**config.mk**
```make
export PLATFORM = sky130hd
export DESIGN_NAME = quoted_word_splitter
export DESIGN_NICKNAME = d
export VERILOG_FILES = /design/src/hdl/qws_pkg.sv /design/src/hdl/quoted_word_splitter.sv
export VERILOG_INCLUDE_DIRS = /design/src /design/src/hdl
export SDC_FILE = /design/constraint.sdc
export NUM_CORES = 1
export LEC_CHECK = 0
export BUFFER_PORTS_ARGS = -buffer_cell sky130_fd_sc_hd__buf_2
export CORE_AREA = 5 5 72 74
export DETAILED_ROUTE_END_ITERATION = 6
export DIE_AREA = 0 0 77 79
export GPL_TIMING_DRIVEN = 0
export SLEW_MARGIN = 20
export SYNTH_ARGS = -nofsm -noshare
export SYNTH_HDL_FRONTEND = slang
export SYNTH_SLANG_ARGS = --single-unit
```
**constraint.sdc**
```tcl
create_clock -name clk -period 4.2 [get_ports clk]
set_clock_uncertainty 0.2 [all_clocks]
set_input_delay 0.63 -clock clk [delete_from_list [all_inputs] [get_ports clk]]
set_output_delay 0.63 -clock clk [all_outputs]
set_load 0.01 [all_outputs]
```
**src/hdl/quoted_word_splitter_assert.svh**
```systemverilog
// Assertion macros shared by the word splitter RTL.
`ifndef QUOTED_WORD_SPLITTER_ASSERT_SVH
`define QUOTED_WORD_SPLITTER_ASSERT_SVH

// Same-cycle implication, checked on the rising clock edge outside reset.
`define QWS_CHECK(label, ante, cons) \
    label: assert property (@(posedge clk) disable iff (!rst_n) (ante) |-> (cons)) \
        else $error("word splitter check failed");

// Next-cycle implication, checked on the rising clock edge outside reset.
`define QWS_CHECK_NEXT(label, ante, cons) \
    label: assert property (@(posedge clk) disable iff (!rst_n) (ante) |=> (cons)) \
        else $error("word splitter check failed");

`endif

```
**src/hdl/qws_pkg.sv**
```systemverilog
// Package with character codes, quote state type and helpers for the word splitter.
`timescale 1ns / 1ps
`default_nettype none

package qws_pkg;

    // Byte codes that the splitter recognizes.
    localparam logic [7:0] WORD_MARK  = 8'h01;
    localparam logic [7:0] BACKSLASH  = 8'h5C;
    localparam logic [7:0] SQUOTE     = 8'h27;
    localparam logic [7:0] DQUOTE     = 8'h22;
    localparam logic [7:0] SPACE_CHAR = 8'h20;
    localparam logic [7:0] TAB_CHAR   = 8'h09;
    localparam logic [7:0] CR_CHAR    = 8'h0D;
    localparam logic [7:0] NUL_CHAR   = 8'h00;

    // Which quote, if any, is open inside the current word.
    typedef enum logic [1:0] {
        QUOTE_NONE   = 2'd0,
        QUOTE_SINGLE = 2'd1,
        QUOTE_DOUBLE = 2'd2
    } quote_t;

    // Space, tab, LF, VT, FF or CR.
    function automatic logic is_space(input logic [7:0] b);
        return (b == SPACE_CHAR) || ((b >= TAB_CHAR) && (b <= CR_CHAR));
    endfunction

endpackage

`default_nettype wire

```
**src/hdl/quoted_word_splitter.sv**
```systemverilog
// Shell-style word splitter: input register, per-byte state update and result queue.
//
// Usage: the input channel (in_valid, in_stall, in_byte, in_last) carries one
// character of a string per item, with in_last set on the final character.
// The output channel (out_valid, out_stall, out_byte, run_last) carries the
// split string: each word is the byte 0x01 followed by its characters, and
// run_last marks the last result that an input item caused. A string whose
// first byte is 0x01 is copied through unchanged, less any NUL bytes.
// Flow: an accepted item is held in the input register, is processed from
// there into the result queue, and its first result is taken from entry 0
// of that queue.
// Throughput: one item per cycle while items give at most one result each
// and out_stall is low. An item that opens a word with neither a quote mark
// nor a backslash gives two results, taken only into an empty result queue.
// NUL bytes give no result; in a split string, syntax whitespace, quote marks
// and backslashes give at most a word mark. All splitting state returns to its
// reset value after the item flagged with in_last.
// Reset clears the input register, the result queue and the splitting state.
// When the receiver stalls, the result queue fills and in_stall rises once the
// item in the input register no longer fits.
`timescale 1ns / 1ps
`default_nettype none

module quoted_word_splitter (
    input  wire logic       clk,
    input  wire logic       rst_n,
    input  wire logic       in_valid,
    output logic            in_stall,
    input  wire logic [7:0] in_byte,
    input  wire logic       in_last,
    output logic            out_valid,
    input  wire logic       out_stall,
    output logic [7:0]      out_byte,
    output logic            run_last
);
    import qws_pkg::*;

    `include "quoted_word_splitter_assert.svh"

    // Input register.
    logic       a_valid_reg, a_valid_next;
    logic [7:0] a_byte_reg;
    logic       a_last_reg;

    // Splitting state.
    logic   at_start_reg, at_start_next;
    logic   pass_reg, pass_next;
    logic   inside_reg, inside_next;
    quote_t quote_reg, quote_next;
    logic   esc_reg, esc_next;

    // Result queue, entry 0 is shown on the output ports.
    logic [7:0] ent_byte_reg [2];
    logic       ent_last_reg [2];
    logic [7:0] ent_byte_next [2];
    logic       ent_last_next [2];
    logic [1:0] count_reg, count_next;

    // Results of the item in the input register.
    logic       emit_mark;
    logic       emit_byte;
    logic [1:0] n_res;
    logic [7:0] r0_byte, r1_byte;
    logic       r0_last;

    logic       accept;
    logic       pop;
    logic       advance;
    logic [1:0] rem_cnt;
    logic [2:0] fill_sum;

    // Work out this item's results and the next splitting state.
    always_comb
    begin
        logic   pt;
        logic   handle;
        quote_t q;
        logic [7:0] b;
        b = a_byte_reg;
        emit_mark     = 1'b0;
        emit_byte     = 1'b0;
        at_start_next = at_start_reg;
        pass_next     = pass_reg;
        inside_next   = inside_reg;
        quote_next    = quote_reg;
        esc_next      = esc_reg;
        pt            = pass_reg;
        handle        = 1'b1;
        q             = quote_reg;
        if (b != NUL_CHAR)
        begin
            if (at_start_reg)
            begin
                at_start_next = 1'b0;
                pt            = (b == WORD_MARK);
                pass_next     = pt;
            end
            if (pt)
            begin
                emit_byte = 1'b1;
            end
            else if (esc_reg)
            begin
                esc_next  = 1'b0;
                emit_byte = 1'b1;
            end
            else
            begin
                if (!inside_reg)
                begin
                    if (is_space(b))
                    begin
                        handle = 1'b0;
                    end
                    else
                    begin
                        inside_next = 1'b1;
                        quote_next  = QUOTE_NONE;
                        q           = QUOTE_NONE;
                        emit_mark   = 1'b1;
                    end
                end
                if (handle)
                begin
                    if (b == BACKSLASH)
                    begin
                        esc_next = 1'b1;
                    end
                    else
                    begin
                        case (q)
                            QUOTE_SINGLE:
                            begin
                                if (b == SQUOTE)
                                    quote_next = QUOTE_NONE;
                                else
                                    emit_byte = 1'b1;
                            end
                            QUOTE_DOUBLE:
                            begin
                                if (b == DQUOTE)
                                    quote_next = QUOTE_NONE;
                                else
                                    emit_byte = 1'b1;
                            end
                            default:
                            begin
                                if (is_space(b))
                                begin
                                    inside_next = 1'b0;
                                    quote_next  = QUOTE_NONE;
                                end
                                else if (b == SQUOTE)
                                    quote_next = QUOTE_SINGLE;
                                else if (b == DQUOTE)
                                    quote_next = QUOTE_DOUBLE;
                                else
                                    emit_byte = 1'b1;
                            end
                        endcase
                    end
                end
            end
        end
        // The final byte returns everything to the start of a string.
        if (a_last_reg)
        begin
            at_start_next = 1'b1;
            pass_next     = 1'b0;
            inside_next   = 1'b0;
            quote_next    = QUOTE_NONE;
            esc_next      = 1'b0;
        end
    end

    // Order the results: word mark first, run_last on the final one.
    assign n_res   = {1'b0, emit_mark} + {1'b0, emit_byte};
    assign r0_byte = emit_mark ? WORD_MARK : a_byte_reg;
    assign r0_last = !(emit_mark && emit_byte);
    assign r1_byte = a_byte_reg;

    // Handshakes and queue room.
    assign pop      = out_valid && !out_stall;
    assign rem_cnt  = count_reg - {1'b0, pop};
    assign fill_sum = {1'b0, rem_cnt} + {1'b0, n_res};
    assign advance  = a_valid_reg && (fill_sum <= 3'd2);
    assign in_stall = a_valid_reg && !advance;
    assign accept   = in_valid && !in_stall;

    // Next contents of the result queue.
    always_comb
    begin
        ent_byte_next[0] = pop ? ent_byte_reg[1] : ent_byte_reg[0];
        ent_last_next[0] = pop ? ent_last_reg[1] : ent_last_reg[0];
        ent_byte_next[1] = ent_byte_reg[1];
        ent_last_next[1] = ent_last_reg[1];
        count_next       = rem_cnt;
        if (advance)
        begin
            count_next = fill_sum[1:0];
            case (rem_cnt)
                2'd0:
                begin
                    ent_byte_next[0] = r0_byte;
                    ent_last_next[0] = r0_last;
                    ent_byte_next[1] = r1_byte;
                    ent_last_next[1] = 1'b1;
                end
                2'd1:
                begin
                    ent_byte_next[1] = r0_byte;
                    ent_last_next[1] = r0_last;
                end
                default:
                begin
                    ent_byte_next[1] = ent_byte_reg[1];
                    ent_last_next[1] = ent_last_reg[1];
                end
            endcase
        end
    end

    // Input register holds an item until it is processed.
    always_comb
    begin
        if (accept)
            a_valid_next = 1'b1;
        else if (advance)
            a_valid_next = 1'b0;
        else
            a_valid_next = a_valid_reg;
    end

    // Control and splitting state registers.
    always_ff @(posedge clk or negedge rst_n)
    begin
        if (!rst_n)
        begin
            a_valid_reg  <= 1'b0;
            count_reg    <= 2'd0;
            at_start_reg <= 1'b1;
            pass_reg     <= 1'b0;
            inside_reg   <= 1'b0;
            quote_reg    <= QUOTE_NONE;
            esc_reg      <= 1'b0;
        end
        else
        begin
            a_valid_reg <= a_valid_next;
            count_reg   <= count_next;
            if (advance)
            begin
                at_start_reg <= at_start_next;
                pass_reg     <= pass_next;
                inside_reg   <= inside_next;
                quote_reg    <= quote_next;
                esc_reg      <= esc_next;
            end
        end
    end

    // Payload registers.
    always_ff @(posedge clk)
    begin
        if (accept)
        begin
            a_byte_reg <= in_byte;
            a_last_reg <= in_last;
        end
        ent_byte_reg[0] <= ent_byte_next[0];
        ent_byte_reg[1] <= ent_byte_next[1];
        ent_last_reg[0] <= ent_last_next[0];
        ent_last_reg[1] <= ent_last_next[1];
    end

    assign out_valid = (count_reg != 2'd0);
    assign out_byte  = ent_byte_reg[0];
    assign run_last  = ent_last_reg[0];

    // The queue never holds more than two results.
    `QWS_CHECK(a_queue_bound, 1'b1, count_reg != 2'd3)
    // Two results are only written into an empty queue.
    `QWS_CHECK(a_pair_fits, advance && (n_res == 2'd2), rem_cnt == 2'd0)
    // A stalled item stays in the input register.
    `QWS_CHECK_NEXT(a_hold_item, a_valid_reg && in_stall, a_valid_reg)
    // A copied-through string never opens words or escapes.
    `QWS_CHECK(a_pass_clean, pass_reg, !inside_reg && !esc_reg)
    // At the start of a string all other state is at its reset value.
    `QWS_CHECK(a_start_clean, at_start_reg,
        !pass_reg && !inside_reg && !esc_reg && (quote_reg == QUOTE_NONE))

endmodule

`default_nettype wire

```
== Word level (Yosys, flattened, before mapping) ==
Memories as Yosys holds them, arrays and structs flattened.
Cells that the tools add are included.

* Add/sub/neg operators: 3
* $mul: 0
* Divide/modulo/power cells: 0
* $lt $le $gt $ge: 3
* Equality and inequality tests: 10
* Shifts and indexed selects: 0
* Muxes and demuxes: 67
* Bitwise logic cells: 0
* Reductions and logical operators: 20

{| class="wikitable"
|+ Operators by type and width
! kind !! number
|-
| two-way mux 1 bit || 41
|-
| two-way mux 2 bit || 18
|-
| equality test 8 x 6 -> 1 bit (second input constant) || 3
|-
| two-way mux 8 bit || 3
|-
| two-way mux 16 bit || 1
|-
| case mux 8 bit (2 select lines) || 1
|-
| equality test 8 x 1 -> 1 bit (second input constant) || 1
|-
| equality test 8 x 7 -> 1 bit (second input constant) || 1
|-
| greater-or-equal comparator 8 x 4 -> 1 bit (second input constant) || 1
|-
| less-or-equal comparator 8 x 4 -> 1 bit (second input constant) || 1
|-
| nonzero test 8 bit || 1
|-
| logical AND 1 bit || 6
|-
| nonzero test 2 bit || 3
|-
| equality test 2 x 1 -> 1 bit (second input constant) || 2
|-
| zero test 1 bit || 4
|-
| != test 2 bit (second input constant) || 2
|-
| case mux 1 bit (2 select lines) || 2
|-
| case mux 2 bit (2 select lines) || 1
|-
| AND reduction 4 bit || 1
|-
| adder 2 x 2 -> 3 bit || 1
|-
| less-or-equal comparator 3 x 2 -> 1 bit (second input constant) || 1
|-
| AND reduction 3 bit || 1
|-
| adder 1 x 1 -> 2 bit || 1
|-
| equality test 2 bit (second input constant) || 1
|-
| other kinds (5) || 5
|}

* Register bits: 18
* Bits in latches: 0
* Memory bits (writable): 18
* Memory bits (read-only): 0
* Input port bits: 13
* Output and inout bits: 11
* Logic and storage cells: 114
* Memories kept: 2

{| class="wikitable"
|+ Memory list
! name !! words !! bits a word !! rd ports !! clocked after Yosys merged registers in !! write ports !! RTL line !! RTL
|-
| ent_byte_reg || 2 || 8 || 2 || 0 || 2 || quoted_word_splitter.sv:53 || <nowiki>logic [7:0] ent_byte_reg [2];</nowiki>
|-
| ent_last_reg || 2 || 1 || 2 || 0 || 2 || quoted_word_splitter.sv:54 || <nowiki>logic ent_last_reg [2];</nowiki>
|}

== Logic depth before layout (Yosys ltp) ==
Gate-level depths: netlist (run 1).

* Depth in word-level cells: 24
* Gate-level depth with buffers: 22
* Mapped depth without buffers: 20

== Worst setup path before layout (run 1) ==
OpenSTA, ideal clock, no wires.

* Path type: flip-flop to flip-flop
* Start: register a_byte_reg[2]
* End: memory ent_byte_reg[0][1]
* Library setup time: 0.129 ns
* Arrival: 4.262 ns
* Data required time: 3.871 ns
* Path slack: -0.392 ns
* Stages on the path, launching flop included: 20
* Path buffers: 3
* Clock period less this slack: 4.592 ns
* Cell sequence: edfxtp_1 clkbuf_1 or4b_1 a21oi_1 o21ai_0 ha_1 nand4_1 o31ai_1 nor2_1 a211o_1 o21ai_0 fa_1 inv_1 ha_1 and3b_1 o21a_1 and3_1 clkbuf_1 clkbuf_1 o21ai_0

{| class="wikitable"
|+ RTL lines
! item !! RTL line !! RTL
|-
| from (decl) || quoted_word_splitter.sv:42 || <nowiki>logic [7:0] a_byte_reg;</nowiki>
|-
| from (signal assigned) || quoted_word_splitter.sv:267 || <nowiki>a_byte_reg <= in_byte;</nowiki>
|-
| to (decl) || quoted_word_splitter.sv:53 ||
|}

== Worst setup path in the final report (run 1) ==
* Start: register a_byte_reg[5]
* End: output port in_stall

* Longest elaborated chain between the ends: 21
* Elaborated cells on any way between the ends: 44
* Classes of those cells: add/sub (2); order compare (3); eq/ne (7); mux (26); reduce/logical (6)

{| class="wikitable"
|+ Ends and longest elaborated chain
! item !! RTL line !! RTL
|-
| greater-or-equal comparator 8 x 4 -> 1 bit / less-or-equal comparator 8 x 4 -> 1 bit (equally long branches) || qws_pkg.sv:26 || <nowiki>return (b == SPACE_CHAR) || ((b >= TAB_CHAR) && (b <= CR_CHAR));</nowiki>
|-
| logical AND 1 bit || qws_pkg.sv:26 ||
|-
| logical OR 1 bit || qws_pkg.sv:26 ||
|-
| two-way mux 2 bit || quoted_word_splitter.sv:111 || <nowiki>if (is_space(b))</nowiki>
|-
| two-way mux 2 bit || quoted_word_splitter.sv:109 || <nowiki>if (!inside_reg)</nowiki>
|-
| two-way mux 2 bit || quoted_word_splitter.sv:102 || <nowiki>else if (esc_reg)</nowiki>
|-
| two-way mux 2 bit || quoted_word_splitter.sv:98 || <nowiki>if (pt)</nowiki>
|-
| two-way mux 2 bit || quoted_word_splitter.sv:90 || <nowiki>if (b != NUL_CHAR)</nowiki>
|-
| (+5 left out) || - ||
|-
| two-way mux 1 bit || quoted_word_splitter.sv:98 ||
|-
| two-way mux 1 bit || quoted_word_splitter.sv:90 ||
|-
| adder 1 x 1 -> 2 bit * || quoted_word_splitter.sv:177 || <nowiki>assign n_res = {1'b0, emit_mark} + {1'b0, emit_byte};</nowiki>
|-
| adder 2 x 2 -> 3 bit * || quoted_word_splitter.sv:185 || <nowiki>assign fill_sum = {1'b0, rem_cnt} + {1'b0, n_res};</nowiki>
|-
| less-or-equal comparator 3 x 2 -> 1 bit * || quoted_word_splitter.sv:186 || <nowiki>assign advance = a_valid_reg && (fill_sum <= 3'd2);</nowiki>
|-
| logical AND 1 bit * || quoted_word_splitter.sv:186 ||
|-
| zero test 1 bit * || quoted_word_splitter.sv:187 || <nowiki>assign in_stall = a_valid_reg && !advance;</nowiki>
|-
| logical AND 1 bit * || quoted_word_splitter.sv:187 ||
|-
| to (decl) || quoted_word_splitter.sv:28 || <nowiki>output logic in_stall,</nowiki>
|}

Mark *: on every way between the ends. The rest lies on a longest branch, timed or not. The select of a mux whose other input is x is not followed.

==> reports/summary.txt, run 1 <==
most frequent cells in the layout = buf_4, buf_2, edfxtp_1, nand2_1, dfxtp_1
dominant synthesized flop cell = edfxtp_1
failing checks = setup timing
Worst Path Buf+Inv = 4
Compound-Gate Fraction of Synth Area = 0.136
I/O pin total = 24
CTS tree = done
CP delay by family, top = simple AND/OR/NAND/NOR gates
H-Tree Depth = 2
post-synthesis sequential area ratio = 0.502
commonest non-fill, non-tap cell in the layout = buf_4
Final Max Slew Viols = 0
Port Buffers = 23
PwrDens = 906 nW/um^2
Worst-path clk slew = 0.07 ns
fillers = 393
iteration-0 DRC count of the detailed router = 93
Final HPWL DP = 2820 um
initial core utilization = 0.416
Root Driver = clkbuf_8
drc violations = 0
Final GP Congestion = 0.897
slowest library cell on the worst path = or4b_4
Final Hold Vio Count = 0
main combinational cell family by area after synthesis = simple AND/OR/NAND/NOR gates
Final Cycle Share = 1.10
RSZ-0062 raised after global routing = true
nets = 253
pin count of the biggest net entering global routing = 12
Num CTS Buffers = 5
max reg flops = 16
Routed Antenna Nets = 0
Crit path arrival time = 3.79 ns
FP Rows = 25
Synth Area in Simple Gates = 0.191
element type at the critical path start = register
Clock Sinks = 36
drt pass-1 iters = 4
vias in the first global route = 1,521
crit path time final = 4.62 ns
Netlist Area Pre-Place = 1890 um^2
FF+latch count, synth = 36
Netlist cell types = 48
storage element area = 947 um^2
dpl ws = -0.531 ns
Syn-to-layout area delta = 35.0%
die span in y = 79 um
Die X = 77 um
Final Util = 0.561
Multi-input gate area = 971 um^2
hold slack = 0.309 ns
xor/xnor share of the synthesized area = 0.00929
antenna cells = 0
final setup fails = 26
syn_area_per_cell = 10.4 um^2
mux cell area share after synthesis = 0.0484
vias per inst = 5.31
Worst-Margin Slew = 0.635 ns
Die ar. = 6080 um^2
status = finished with violations
drt wl/cell = 15.1 um
Global Route Usage Sum = 0.150
final worst-path setup slack = -0.424 ns
CP required = 3.37 ns
Synth Area in Adders = 0.0438
final wirelength = 4370 um
Synth Instances = 182
critical path's largest stage delay = 0.56 ns
Lkg Pwr = 0.00108 uW
first-pass GRT wire length = 7260 um
maxcap violations = 0
type of the tightest min-delay check = in2reg
Syn Nets = 201
core area = 4540 um^2
Critical Path Fanout Max = 5
Clock Latency Late Sink = 0.29 ns
asr flop ratio synth = 0.250
worst vdd ir = 0.409 mV
FMAX = 216 MHz
Rel. slew slack = 0.574
grt ovf = 0
initial antenna violation count = 0
Post-synth EDFFs = 18
WS Path Type = reg2out
share of layout cells above drive strength 1 = 0.413
worst path cell trace = clkbuf_8, or4b_4, a21oi_4, o21ai_2, buf_4, ha_1, a221oi_2, nor2_1, a211o_1, o21ai_2, fa_2, and3b_1, nor2_1, nand2_1, inv_1, buf_2
critical path capture point type = output pin
clk buf depth = 2
vias = 1,536
Yosys warnings = 0
==> worst paths after layout <==
check                               startpoint  cells after the start  slack (ns)                  to
min                                 in_byte[1]                      1        0.31       a_byte_reg[1]
max reg2reg                      a_byte_reg[5]                     19       -0.36  ent_byte_reg[0][2]
min in group asynchronous                rst_n                      2        0.52            pass_reg
min reg2reg                ent_byte_reg[0][13]                      2        0.32  ent_byte_reg[0][5]
max                              a_byte_reg[5]                     16       -0.42            in_stall
max in group asynchronous                rst_n                      2        3.02        at_start_reg
==> metrics by stage <==
step	area [um^2]	total power, uW	std cells	TNS, ns
2_1_floorplan	1950	1420	182	-0.0420
3_3_place_gp	2130	1640	259	-11.18
3_5_place_dp	2130	1680	259	-13.65
4_1_cts	2430	2150	284	-8.51
5_1_grt	2550	2480	289	-11.78
6_report	2550	2310	289	-6.50
==> cells by family (layout without fill, tap and decap cells) <==
group / Yosys count / count (layout)
compound gates: 39 / 39
xor+xnor: 2 / 2
fa+ha+maj: 6 / 6
buf+inv: 26 / 78
flops: 36 / 36
mux: 9 / 9
simple gates: 64 / 65
==> repair_timing <==
item                                    CTS  global route
pin swaps                                11            11
hold endpoints to repair                  8             0
cloned                                    1             0
gates resized for setup                  16            25
endpoints found under the setup margin   36            36
buffers inserted                         15             6
hold buffers                              1             0
==> routing by layer <==
layer / GRT usage / vias up / wire length, um
met4: 0.0533 / 0 / 129
met5: 0 / - / 0
met1: 0.178 / 729 / 1840
li1: - / 756 / -
met3: 0.0510 / 12 / 216
met2: 0.252 / 39 / 2180
==> where the power goes <==
part           switching [uW]  internal, uW  leakage, uW
logic                     677           627     0.000670
registers                 105           598     0.000353
clock network             124           176    0.0000552
total                     906          1400      0.00108
==> cell type report <==
cell class              instances  share of cell area
multi-input cells             121               0.381
clock buffers                   6              0.0285
well taps                      54              0.0265
clock inverters                 2              0.0138
plain buffers                  16              0.0506
repair buffers                 45               0.114
inverters                       9              0.0133
flip-flops and latches         36               0.372
==> cell usage after synthesis (3+ instances only) <==
master	number	area, um^2
mux2i_1	8	80.1
o21bai_1	3	22.5
nor3_1	3	15.0
edfxtp_1	18	541
nand2_1	13	48.8
dfxtp_1	9	180
dfrtp_1	8	200
a22o_1	3	26.3
buf_4	8	60.1
inv_1	9	33.8
o21ai_0	17	85.1
nand3_1	8	40.0
nand4_1	4	25.0
nand2b_1	6	37.5
and2_1	9	56.3
clkbuf_1	7	26.3
nor2_1	6	22.5
ha_1	5	62.6
a31oi_1	3	18.8
==> worst register-to-register path, stage by stage, from the launching register on <==
cell,delay (ns)
edfxtp_1,0.38
clkbuf_8,0.16
or4b_4,0.56
a21oi_4,0.22
o21ai_2,0.10
buf_4,0.15
ha_1,0.20
a221oi_2,0.27
nor2_1,0.11
a211o_1,0.29
o21ai_2,0.08
fa_2,0.46
and3b_1,0.21
buf_4,0.14
o21a_2,0.23
and3_1,0.20
clkbuf_8,0.16
clkbuf_8,0.17
nand3_1,0.08
o21ai_0,0.09
No activity file was read; power rests on OpenSTA's default activity.
==> run 2, diff against run 1 <==
--- a/config.mk
+++ b/config.mk
@@ -6,10 +6,11 @@
 export SDC_FILE = /design/constraint.sdc
 export NUM_CORES = 1
 export LEC_CHECK = 0
+export ABC_AREA = 1
 export BUFFER_PORTS_ARGS = -buffer_cell sky130_fd_sc_hd__buf_2
-export CORE_AREA = 5 5 72 74
+export CORE_AREA = 5 5 74 76
 export DETAILED_ROUTE_END_ITERATION = 6
-export DIE_AREA = 0 0 77 79
+export DIE_AREA = 0 0 79 81
 export GPL_TIMING_DRIVEN = 0
 export SLEW_MARGIN = 20
 export SYNTH_ARGS = -nofsm -noshare
==> reports/summary.txt, run 2 <==
initial antenna violation count = 0 (unchanged)
I/O pin total = 24 (unchanged)
maxcap violations = 0 (unchanged)
hold slack = 0.280 ns (was 0.309 ns)
NetSw = 1020 uW (was 906 uW)
met1 Track Usage GR = 0.183 (was 0.178)
Rel. slew slack = 0.686 (was 0.574)
first-pass GRT wire length = 7430 um (was 7260 um)
Critical Path Fanout Max = 4 (was 5)
clock power share = 0.101 (was 0.130)
H-Tree Depth = 2 (unchanged)
Lkg Pwr = 0.00130 uW (was 0.00108 uW)
Synth Instances = 235 (was 182)
nets = 314 (was 253)
R2R Path End = a_last_reg (was ent_byte_reg[0][2])
Net Sw Frac = 0.431 (was 0.393)
status = completed (was finished with violations)
met3 Use GR = 0.0432 (was 0.0510)
worst path cell trace = inv_2, buf_4, nor2_2, nor2_2, nand2_4, nand2_4, o21ai_4, inv_2, ha_4, inv_2, nand3_2, nand2_2, o21ai_2, nand2_2, fa_2, ha_4, a31oi_4, inv_2, nor2_2, buf_2 (was clkbuf_8, or4b_4, a21oi_4, o21ai_2, buf_4, ha_1, a221oi_2, nor2_1, a211o_1, o21ai_2, fa_2, and3b_1, nor2_1, nand2_1, inv_1, buf_2)
element type at the critical path start = register (unchanged)
Netlist cell types = 29 (was 48)
worst vdd ir = 0.830 mV (was 0.409 mV)
Worst-path clk slew = 0.07 ns (about the same)
post-route cell area = 2610 um^2 (was 2550 um^2)
type of the tightest min-delay check = reg2reg (was in2reg)
final setup fails = 0 (was 26)
FF+latch count, synth = 36 (unchanged)
critical path capture point type = output pin (unchanged)
Num CTS Buffers = 5 (unchanged)
slowest library cell on the worst path = edfxtp_1 (was or4b_4)
post-synth top area share = 0.273 (was 0.287)
max reg flops = 16 (unchanged)
Reg2Reg Setup Slack = 0.13 ns (was -0.36 ns)
dominant synthesized flop cell = edfxtp_1 (unchanged)
CP required = 3.37 ns (about the same)
Post-synth EDFFs = 18 (unchanged)
Global Route Usage Sum = 0.151 (was 0.150)
Syn-to-layout area delta = 31.6% (was 35.0%)
Final HPWL DP = 2980 um (was 2820 um)
Root Driver = clkbuf_8 (unchanged)
core area = 4660 um^2 (was 4540 um^2)
vias in the first global route = 1,680 (was 1,521)
Syn Nets = 254 (was 201)
post-synthesis sequential area ratio = 0.478 (was 0.502)
vias = 1,698 (was 1,536)
Reg2Reg Depth = 24 (was 19)
clk buf depth = 2 (unchanged)
FP Rows = 25 (unchanged)
initial core utilization = 0.425 (was 0.416)
Crit path arrival time = 3.25 ns (was 3.79 ns)
iteration-0 DRC count of the detailed router = 121 (was 93)
largest cells by area after synthesis = edfxtp_1, nand2_1, dfrtp_1, dfxtp_1, nor2_1 (was edfxtp_1, dfrtp_1, dfxtp_1, o21ai_0, mux2i_1)
fillers = 415 (was 393)
PwrDens = 904 nW/um^2 (was 906 nW/um^2)
final wirelength = 4410 um (was 4370 um)
CTS tree = done (unchanged)
WS Path Type = reg2out (unchanged)
share of layout cells above drive strength 1 = 0.385 (was 0.413)
Worst Setup SP = a_byte_reg[1] (was a_byte_reg[5])
Routed Antenna Nets = 0 (unchanged)
drc violations = 0 (unchanged)
dpl ws = -0.539 ns (was -0.531 ns)
FMAX = 245 MHz (was 216 MHz)
combinational cell fraction of total power = 0.605 (was 0.565)
Seq pwr share = 0.293 (was 0.305)
commonest non-fill, non-tap cell in the layout = nand2_1 (was buf_4)
Final GP Congestion = 0.918 (was 0.897)
Die X = 79 um (was 77 um)
Die ar. = 6400 um^2 (was 6080 um^2)
RSZ-0062 raised after global routing = true (unchanged)
final worst-path setup slack = 0.125 ns (was -0.424 ns)
r2r startpoint = a_byte_reg[1] (was a_byte_reg[5])
antenna cells = 0 (unchanged)
internal power = 1340 uW (was 1400 uW)
grt ovf = 0 (unchanged)
Final Cycle Share = 0.970 (was 1.10)
most used cell, CP = inv_2
critical path's largest stage delay = 0.40 ns (was 0.56 ns)
Port Buffers = 23 (unchanged)
GR peak layer = met2 (unchanged)
most frequent cells in the layout = nand2_1, buf_4, nor2_1, buf_2, inv_1 (was buf_4, buf_2, edfxtp_1, nand2_1, dfxtp_1)
most common cell in the netlist = nand2_1 (was edfxtp_1)
met2 usage = 0.246 (was 0.252)
drt pass-1 iters = 5 (was 4)
Final Hold Vio Count = 0 (unchanged)
vias per inst = 4.85 (was 5.31)
Commonest cells post-synth = nand2_1, nor2_1, inv_1 (was edfxtp_1, o21ai_0, nand2_1)
drt wl/cell = 12.6 um (was 15.1 um)
Yosys warnings = 0 (unchanged)
CP endpoint = in_stall (unchanged)
die span in y = 81 um (was 79 um)
Netlist Area Pre-Place = 1980 um^2 (was 1890 um^2)
area leader, netlist = edfxtp_1 (unchanged)
post-place instance area = 2160 um^2 (was 2130 um^2)
Worst-Margin Slew = 0.470 ns (was 0.635 ns)
Final Max Slew Viols = 0 (unchanged)
Clock Latency Late Sink = 0.30 ns (was 0.29 ns)
syn_area_per_cell = 8.43 um^2 (was 10.4 um^2)
asr flop ratio synth = 0.250 (unchanged)
crit path time final = 4.08 ns (was 4.62 ns)
Clock Sinks = 36 (unchanged)
pin count of the biggest net entering global routing = 12 (unchanged)
==> run 2: cell count changes in the layout (fill, tap and decap cells not counted), sizes merged, moves of 3 or more <==
cell	change
a22o	-3
and2	-10
buf	+8
clkbuf	-7
inv	+25
nand2	+52
nand2b	-6
nand3	+4
nor2	+29
o21ai	-6
o22ai	+6
or3	-3
==> run 2: routing by layer <==
layer  vias to the layer above  part of all wire
met5                         -                 0
met4                         0             0.025
met3                         9             0.059
met2                        47              0.46
met1                       768              0.46
li1                        874                 -
==> run 2: worst min-delay path by stage <==
stage                            start            end  slack (ns)  depth (start not counted)
after floorplan                  rst_n    a_valid_reg        0.13                          0
after global placement    quote_reg[0]   quote_reg[0]        0.27                          2
after detailed placement  quote_reg[1]   quote_reg[1]        0.27                          2
after CTS                 at_start_reg   at_start_reg        0.29                          2
after global routing        in_byte[5]  a_byte_reg[5]        0.29                          1
final                     at_start_reg   at_start_reg        0.28                          2
==> run 2: cell families (layout without fill, tap and decap cells) <==
group,after synthesis,in the layout,share of synthesized area
AND/OR/NAND/NOR,120,120,0.285
buffers and inverters,43,104,0.0985
flip-flops,36,36,0.478
AO/OA/AOI/OAI,24,24,0.0663
adder cells (fa/ha/maj),6,6,0.0417
multiplexers,6,6,0.0303
==> run 2: repair_timing <==
action	CTS	global route
endpoints found under the setup margin	33	22
pin swaps	11	16
hold buffers	1	0
hold endpoints to repair	8	0
resized for setup	17	17
setup buffers	24	5
==> run 2: area by class of cell <==
class | count | area [um^2] | area share
plain buffers | 9 | 65.1 | 0.0250
repair buffers | 53 | 343 | 0.132
clock inverters | 2 | 11.3 | 0.00432
inverters | 34 | 130 | 0.0499
flip-flops and latches | 36 | 947 | 0.363
well taps | 54 | 67.6 | 0.0259
clock buffers | 6 | 72.6 | 0.0278
multi-input cells | 156 | 970 | 0.372
==> run 2: critical path: cells and delay by family (launching register included) <==
family	cells	cell delay, ns
AOI/OAI and AO/OA	3	0.50
adders and majority gates	3	0.93
buffers and inverters	6	0.50
DFF	1	0.40
and+or+nand+nor	8	0.60
==> run 2: per-stage QoR <==
stage               TNS, ns  total power [uW]  cells  utilization
floorplan                 0              1480    235            -
global placement      -7.17              1730    312        0.464
detailed placement    -8.21              1740    312        0.464
CTS                       0              2250    345        0.539
global route         -0.214              2540    350        0.559
finish                    0              2360    350        0.559
==> run 2: power by group through the flow <==
stage | registers [uW] | logic, uW | clock network, uW
detailed placement | 705 | 1040 | 0
floorplan | 674 | 808 | 0
global placement | 701 | 1030 | 0
global route | 707 | 1580 | 257
CTS | 684 | 1320 | 241
finish | 691 | 1430 | 239
==> run 3, diff against run 2 <==
--- a/config.mk
+++ b/config.mk
@@ -12,6 +12,7 @@
 export DETAILED_ROUTE_END_ITERATION = 6
 export DIE_AREA = 0 0 79 81
 export GPL_TIMING_DRIVEN = 0
+export PLACE_DENSITY = 0.72
 export SLEW_MARGIN = 20
 export SYNTH_ARGS = -nofsm -noshare
 export SYNTH_HDL_FRONTEND = slang
==> reports/summary.txt, run 3 (same netlist as run 2, synthesis figures left out) <==
status = finished with violations (was completed)
failing checks = setup timing
Worst-Margin Slew = 0.478 ns (was 0.470 ns)
I/O pin total = 24 (unchanged)
CTS tree = done (unchanged)
Multi-input gate area = 932 um^2 (was 970 um^2)
Final Hold Vio Count = 0 (unchanged)
Critical Path Fanout Max = 4 (unchanged)
final worst-path setup slack = -0.0224 ns (was 0.125 ns)
Clock Sinks = 36 (unchanged)
Global Route Usage Sum = 0.137 (was 0.151)
Clock Latency Late Sink = 0.28 ns (was 0.30 ns)
final wirelength = 4230 um (was 4410 um)
Lkg Pwr = 0.00124 uW (was 0.00130 uW)
commonest non-fill, non-tap cell in the layout = nand2_1 (unchanged)
vias = 1,669 (was 1,698)
FMAX = 237 MHz (was 245 MHz)
storage element area = 947 um^2 (unchanged)
Syn-to-layout area delta = 26.2% (was 31.6%)
fillers = 408 (was 415)
grt ovf = 0 (unchanged)
drc violations = 0 (unchanged)
maxcap violations = 0 (unchanged)
hold path startpoint = at_start_reg (unchanged)
initial core utilization = 0.425 (unchanged)
Die ar. = 6400 um^2 (unchanged)
most frequent cells in the layout = nand2_1, nor2_1, inv_1, buf_4, buf_2 (was nand2_1, buf_4, nor2_1, buf_2, inv_1)
hold slack = 0.285 ns (was 0.280 ns)
Final Util = 0.536 (was 0.559)
Worst-path clk slew = 0.07 ns (about the same)
die span in y = 81 um (unchanged)
first-pass GRT wire length = 6810 um (was 7430 um)
DR WL met3 = 219 um (was 260 um)
clk buf depth = 2 (unchanged)
Final Cycle Share = 1.01 (was 0.970)
r2r startpoint = a_byte_reg[1] (unchanged)
max reg flops = 16 (unchanged)
critical path capture point type = output pin (unchanged)
PwrDens = 882 nW/um^2 (was 904 nW/um^2)
Root Driver = clkbuf_8 (unchanged)
element type at the critical path start = register (unchanged)
vias per inst = 4.91 (was 4.85)
crit path time final = 4.22 ns (was 4.08 ns)
Crit path arrival time = 3.39 ns (was 3.25 ns)
Reg2Reg Setup Slack = 0.10 ns (was 0.13 ns)
RSZ-0062 raised after global routing = true (unchanged)
initial antenna violation count = 0 (unchanged)
vias in the first global route = 1,490 (was 1,680)
R2R Path End = ent_byte_reg[0][10] (was a_last_reg)
drt wl/cell = 12.4 um (was 12.6 um)
Num CTS Buffers = 5 (unchanged)
Port Buffers = 23 (unchanged)
Top Layer Used = met4 (unchanged)
Rel. slew slack = 0.681 (was 0.686)
CP required = 3.37 ns (about the same)
nets = 304 (was 314)
Routed Antenna Nets = 0 (unchanged)
met2 WL = 2060 um (was 2010 um)
Final HPWL DP = 2880 um (was 2980 um)
antenna cells = 0 (unchanged)
FP Rows = 25 (unchanged)
pin count of the biggest net entering global routing = 11 (was 12)
WS Path Type = reg2out (unchanged)
worst hold endpoint = at_start_reg (unchanged)
Final GP Congestion = 0.868 (was 0.918)
share of layout cells above drive strength 1 = 0.322 (was 0.385)
Final Max Slew Viols = 0 (unchanged)
final setup fails = 1 (was 0)
Pwr Total = 2200 uW (was 2360 uW)
cell count of the worst hold path = 2 (unchanged)
H-Tree Depth = 2 (unchanged)
type of the tightest min-delay check = reg2reg (unchanged)
drt pass-1 iters = 4 (was 5)
non-filler cells, final = 340 (was 350)
iteration-0 DRC count of the detailed router = 141 (was 121)
Die X = 79 um (unchanged)
worst vdd ir = 0.573 mV (was 0.830 mV)
M1 WL = 1890 um (was 2030 um)
number of placed cells counting well taps = 312 (unchanged)
core area = 4660 um^2 (unchanged)
Reg2Reg Depth = 20 (was 24)
## run 3: worst max path at each step
stage | start | to | slack, ns | cells after the start
CTS | a_byte_reg[0] | in_stall | -0.17 | 20
finish | a_byte_reg[1] | in_stall | -0.02 | 20
global placement | a_byte_reg[0] | ent_byte_reg[0][10] | -0.43 | 20
detailed placement | a_byte_reg[0] | ent_byte_reg[0][10] | -0.41 | 20
global route | a_byte_reg[1] | in_stall | -0.22 | 22
floorplan | a_byte_reg[1] | ent_byte_reg[0][10] | 0.21 | 20
## run 3: critical path: stages, from the launching register on
cell and delay [ns]:
edfxtp_1 0.40, inv_2 0.08, buf_4 0.14, nor2_1 0.09, nor2_1 0.06, nand2_2 0.11, nand2_4 0.09, o21ai_4 0.18
inv_2 0.06, ha_4 0.28, inv_1 0.06, nand3_2 0.10, nand2_1 0.08, o21ai_2 0.16, nand2_2 0.08, fa_2 0.42
ha_4 0.24, a31oi_4 0.21, inv_2 0.06, nor2_1 0.08, buf_2 0.13
## run 3: power by group
part	internal [uW]	switching (uW)	total, uW
clock	134	116	249
combinational	511	751	1260
sequential	599	93.9	693
## run 3: per-stage QoR
step                area, um^2  setup TNS (ns)  setup WS, ns
floorplan                 1980               0         0.209
global placement          2160           -4.57        -0.425
detailed placement        2160           -4.33        -0.409
CTS                       2370          -0.169        -0.169
global route              2500           -1.79        -0.222
finish                    2500         -0.0224       -0.0224
## run 3: timing repair
item,in CTS,in global routing
endpoints found under the setup margin,32,33
pin swaps,1,10
gates resized for setup,7,12
gates cloned,0,0
endpoints found under the hold margin,8,0
setup buffers,9,10
hold buffers,1,0
## run 3: cell type report
cell class,count,area share
Sequential cell,36,0.379
Multi-Input combinational cell,156,0.373
Timing Repair Buffer,43,0.107
Inverter,34,0.0521
Clock buffer,8,0.0360
Tap cell,54,0.0270
Buffer,9,0.0260
## run 3: routing by layer
layer	vias up	global-route usage
li1	851	-
met4	0	0.0722
met2	56	0.216
met5	-	0
met1	757	0.179
met3	5	0.0266
